--- src/sv/ssc_dot_unit.sv ---
`timescale 1ns / 1ps
// ----------------------------------------------------------------------------
// ssc_dot_unit: shared dot-product unit.
// Multiplies three component pairs into registers, then sums them into the
// registered dot output.
// ----------------------------------------------------------------------------
module ssc_dot_unit #(
  parameter int VB = 16
) (
  input  logic                  clk,
  input  logic signed [VB-1:0]  a0,
  input  logic signed [VB-1:0]  a1,
  input  logic signed [VB-1:0]  a2,
  input  logic signed [VB-1:0]  b0,
  input  logic signed [VB-1:0]  b1,
  input  logic signed [VB-1:0]  b2,
  output logic signed [2*VB+1:0] dot
);

  logic signed [2*VB-1:0] p0, p1, p2;

  // Product stage.
  always_ff @(posedge clk) begin
    p0 <= a0 * b0;
    p1 <= a1 * b1;
    p2 <= a2 * b2;
  end

  // Sum stage.
  always_ff @(posedge clk) begin
    dot <= (2*VB+2)'(p0) + (2*VB+2)'(p1) + (2*VB+2)'(p2);
  end

endmodule

--- config.mk ---
export PLATFORM = sky130hd
export DESIGN_NAME = ssc_dot_unit
export DESIGN_NICKNAME = d
export VERILOG_FILES = /design/src/sv/ssc_dot_unit.sv
export SDC_FILE = /design/constraint.sdc
export NUM_CORES = 2
export LEC_CHECK = 0
export BUFFER_PORTS_ARGS = -buffer_cell sky130_fd_sc_hd__buf_2
export CORE_MARGIN = 2
export CORE_UTILIZATION = 40
export DETAILED_ROUTE_END_ITERATION = 8
export GPL_TIMING_DRIVEN = 0
export SYNTH_ARGS = -nofsm -noshare
export SYNTH_HDL_FRONTEND = slang
export SYNTH_SLANG_ARGS = --single-unit
--- constraint.sdc ---
create_clock -name clk -period 9.25 [get_ports clk]
set_input_delay 0.925 -clock clk [delete_from_list [all_inputs] [get_ports clk]]
set_output_delay 0.925 -clock clk [all_outputs]
set_load 0.02 [all_outputs]
; ---- Yosys cells after proc, flatten, opt, wreduce, memory -nomap -nowiden
; Index checks and enable logic that the tools add are counted.
; Widths: inputs -> output; s select.
[classes]
multipliers = 3
add_sub_neg = 2
[op_table]
columns = cell, count
row1 = $mul 16x16->32, 3
row2 = $add 33x32->34, 1
row3 = $add 32x32->33, 1
[word_totals]
inputBits = 97
register_bits = 130

; ---- Logic depth before layout (Yosys ltp)
[logic_depth]
ltp_word = 2
mapped_depth = 24

; ---- Worst setup path before layout
; OpenSTA, ideal clock, no wires.
[synth_timing]
kind = in2reg
from = in b0[1]
to = reg p0[31]
arrival_ps = 6641
path_buffers = 2
slack_ps = 2482
setup_ps = 127
path_stages = 21
required_ps = 9123
cell_sequence = clkbuf_1 > nand2_1 > inv_1 > fa_1 > fa_1 > fa_1 > fa_1 > fa_1 > inv_1 > fa_1 > inv_1 > ha_1 > clkbuf_1 > a21o_1 > a21o_1 > a221oi_1 > nand2_1 > nor3_2 > nor3_2 > o211ai_1 > or3b_1
[synth_via]
elab_chain_len = 1
[synth_lines]
columns = element, line
row1 = from (decl), 14  ; input logic signed [VB-1:0] b0,
row2 = $mul 16x16->32, 24  ; p0 <= a0 * b0;
row3 = to (signal assigned), 24
row4 = to (decl), 20  ; logic signed [2*VB-1:0] p0, p1, p2;
; Every way passes these cells.

; ---- Worst setup path after layout
[layout_timing]
from = in b1[7]
to = reg p1[31]
[layout_via]
elab_chain_len = 1
[layout_lines]
columns = element, line
row1 = from (decl), 15  ; input logic signed [VB-1:0] b1,
row2 = $mul 16x16->32, 25  ; p1 <= a1 * b1;
row3 = to (signal assigned), 25
row4 = to (decl), 20
; Every way passes these cells.

==> flow_summary.yaml <==
global_routing:
  grtUsageTotal_pct: 21.0
  grt_pass1_wl_um: 146000
  grt.overflow.total: 0
  antenna_found_initial: 4
  grt_pass1_vias: 26700
  grt_max_degree: 17
detailed_routing:
  drc_errors: 0
  ant_nets: 0
  wl_per_cell_um: 17.9
  vias_per_cell: 4.95
  first_iter_violations: 1398
  via_count: 24600
  first_pass_iters: 7
  wirelength_um: 88900
timing:
  setup_viol: 0
  final_hold_viol_count: 0
  worst_pin_slew_ns: 1.14
  slew_violations: 0
  period_share_pct: 86.2
  fin_crit_ns: 7.97
  finalSetupTns_ns: 0
  maxSlewHeadroom_pct: 23.5
  fin_hold_ws_ns: 0.571
  rsz0062_at_grt: "no"
  fin_worst_skew_ns: 0.0120
  fmax_ghz: 0.125
flow_run:
  drv_cap: 0
finish:
  drive_gt1_share_pct: 4.62
  fin_nets: 5015
  n_fill_cell: 8539
  area_growth_pct: 7.83
  stdcell_count: 4980
  fin_area_mm2: 0.0371
setup_path:
  crit_arrival_ns: 8.19
  critPathLaunchType: "input port"
  crit_fanout: 10
  cp_cell_sequence: "buf_2 > clkbuf_1 > nand2_1 > fa_1 > inv_1 > fa_1 > inv_1 > fa_1 > inv_1 > fa_1 > fa_1 > inv_1 > fa_1 > inv_1 > ha_1 > clkbuf_1 > nand4_1 > nor2b_1 > a31oi_1 > o21ai_0 > a21oi_1 > o311a_1 > o21a_1 > a211oi_1"
  path_common_cell: "fa_1"
  setup.worst_path.end_class: "register"
  path_class: "input port to register"
  critPathBufInv: 8
  cpPeakStageDelay_ns: 0.92
  critPathRequiredTime_ns: 9.47
  crit_family: "adder cells"
  slowest_stage: "a211oi_1"
clock_tree:
  cts_root_buf: "clkbuf_16"
  clock_latency_ns: 0.43
  cts_resized: 0
  ctsHtreeMaxLevel: 4
  clk_pin_slew_ns: 0.06
  clock-sinks: 130
  postCtsSetupBuffers: 0
  cts_tree: "done"
  clockBufferDepth: 2
  cts_hold_buf: 0
  cts_inserted_buffers: 17
place:
  placed_area_mm2: 0.0365
  post-dp-hpwl_um: 76700
  port_buffers: 130
  post-place-cells: 4946
  gp_congestion: 0.912
synthesis:
  avgSynthCellArea_um2: 9.38
  synthCells: 3672
  syn_nets: 4866
  synthArstFlopShare_pct: 0
  synth_edf_count: 0
  ys_warn_count: 0
  yosysSeqAreaShare_pct: 7.56
  synth_cell_types: 67
  synthesis.area_mm2: 0.0344
  synth_ff_type: "dfxtp_1"
  ys_ff_latch: 130
status:
  status: "complete, no violations"
die:
  dieArea_mm2: 0.0885
  die_h_um: 297
  start_util_pct: 40.4
  core_area_mm2: 0.0853
  fp.dieW_um: 297
  io_pins: 131
  fp-row-count: 107
hold_path:
  min_path_type: "register to register"
worst min-delay path, delay by kind of cell (launching register included):
kind	cells	cell delay [ns]
flip-flops	1	0.30
buffers and inverters	2	0.09
adder cells (fa/ha/maj)	1	0.15
cell type report:
type	count	area [um2]	share of cell area [%]
well taps	1144	1430	3.85
clock buffers	18	439	1.18
multi-input cells	2542	28100	75.6
diodes	2	5.00	0.0135
plain buffers	106	399	1.07
inverters	894	3360	9.04
clock inverters	14	169	0.455
repair buffers	130	651	1.75
flip-flops and latches	130	2600	7.01
kinds of logic (layout without fill, tap and decap cells):
kind of cell / after synthesis / count (layout) / synth area share (%)
fa+ha+maj: 1097 / 1097 / 57.7
compound gates: 315 / 315 / 6.08
buf+inv: 1000 / 1162 / 10.9
other cells: 0 / 2 / 0
simple gates: 1001 / 1001 / 14.5
flops: 130 / 130 / 7.56
xor+xnor: 129 / 129 / 3.28
path summary, 6_finish.rpt:
kind / from / end / slack, ns / cells past startpoint
max: b1[7] / p1[31] / 1.28 / 24
min reg2reg: p2[0] / dot[0] / 0.57 / 3
min: p2[0] / dot[0] / 0.57 / 3
max reg2reg: p2[1] / dot[31] / 5.60 / 12
synth_stat cells, types with 29 or more instances:
master | count | area [um2]
xnor2_1 | 99 | 867
nand2b_1 | 29 | 181
ha_1 | 278 | 3480
a21o_1 | 43 | 323
clkbuf_1 | 105 | 394
dfxtp_1 | 130 | 2600
nand2_1 | 410 | 1540
o21ai_0 | 50 | 250
a21oi_1 | 87 | 435
xor2_1 | 30 | 263
inv_1 | 893 | 3350
fa_1 | 819 | 16400
and2_1 | 362 | 2260
nor2_1 | 96 | 360
flip-flops by register name (all words and copies together), names as in the netlist:
register,cells
p1,32
dot,34
p0,32
p2,32
placed cells by master, fill, tap and decap left out, types with 30 or more instances in the layout:
cell      instances
xnor2_1          99
o21ai_0          50
fa_1            819
nor2_1           96
buf_2           131
ha_1            278
dfxtp_1         130
a21oi_1          87
nand2_1         410
a21o_1           43
and2_1          362
inv_1           893
xor2_1           30
clkbuf_1        105
layer usage:
layer  wire [um]  GRT usage (%)
met1       39800           29.4
met2       41700           34.6
met3        5170           3.18
met4        2190           4.75
met5          13              0
per-stage QoR:
| stage | worst slack [ns] | utilization, % |
|---|---|---|
| final | 1.28 | 43.5 |
| after global routing | 0.927 | 43.5 |
| after CTS | 1.26 | 43.5 |
| after detailed placement | 0.834 | 42.8 |
| after global placement | 0.820 | 42.8 |
| after floorplan | 2.48 | - |
Power is not shown: default switching activity piles up to over one toggle a cycle in this logic, so the estimate is an artifact.
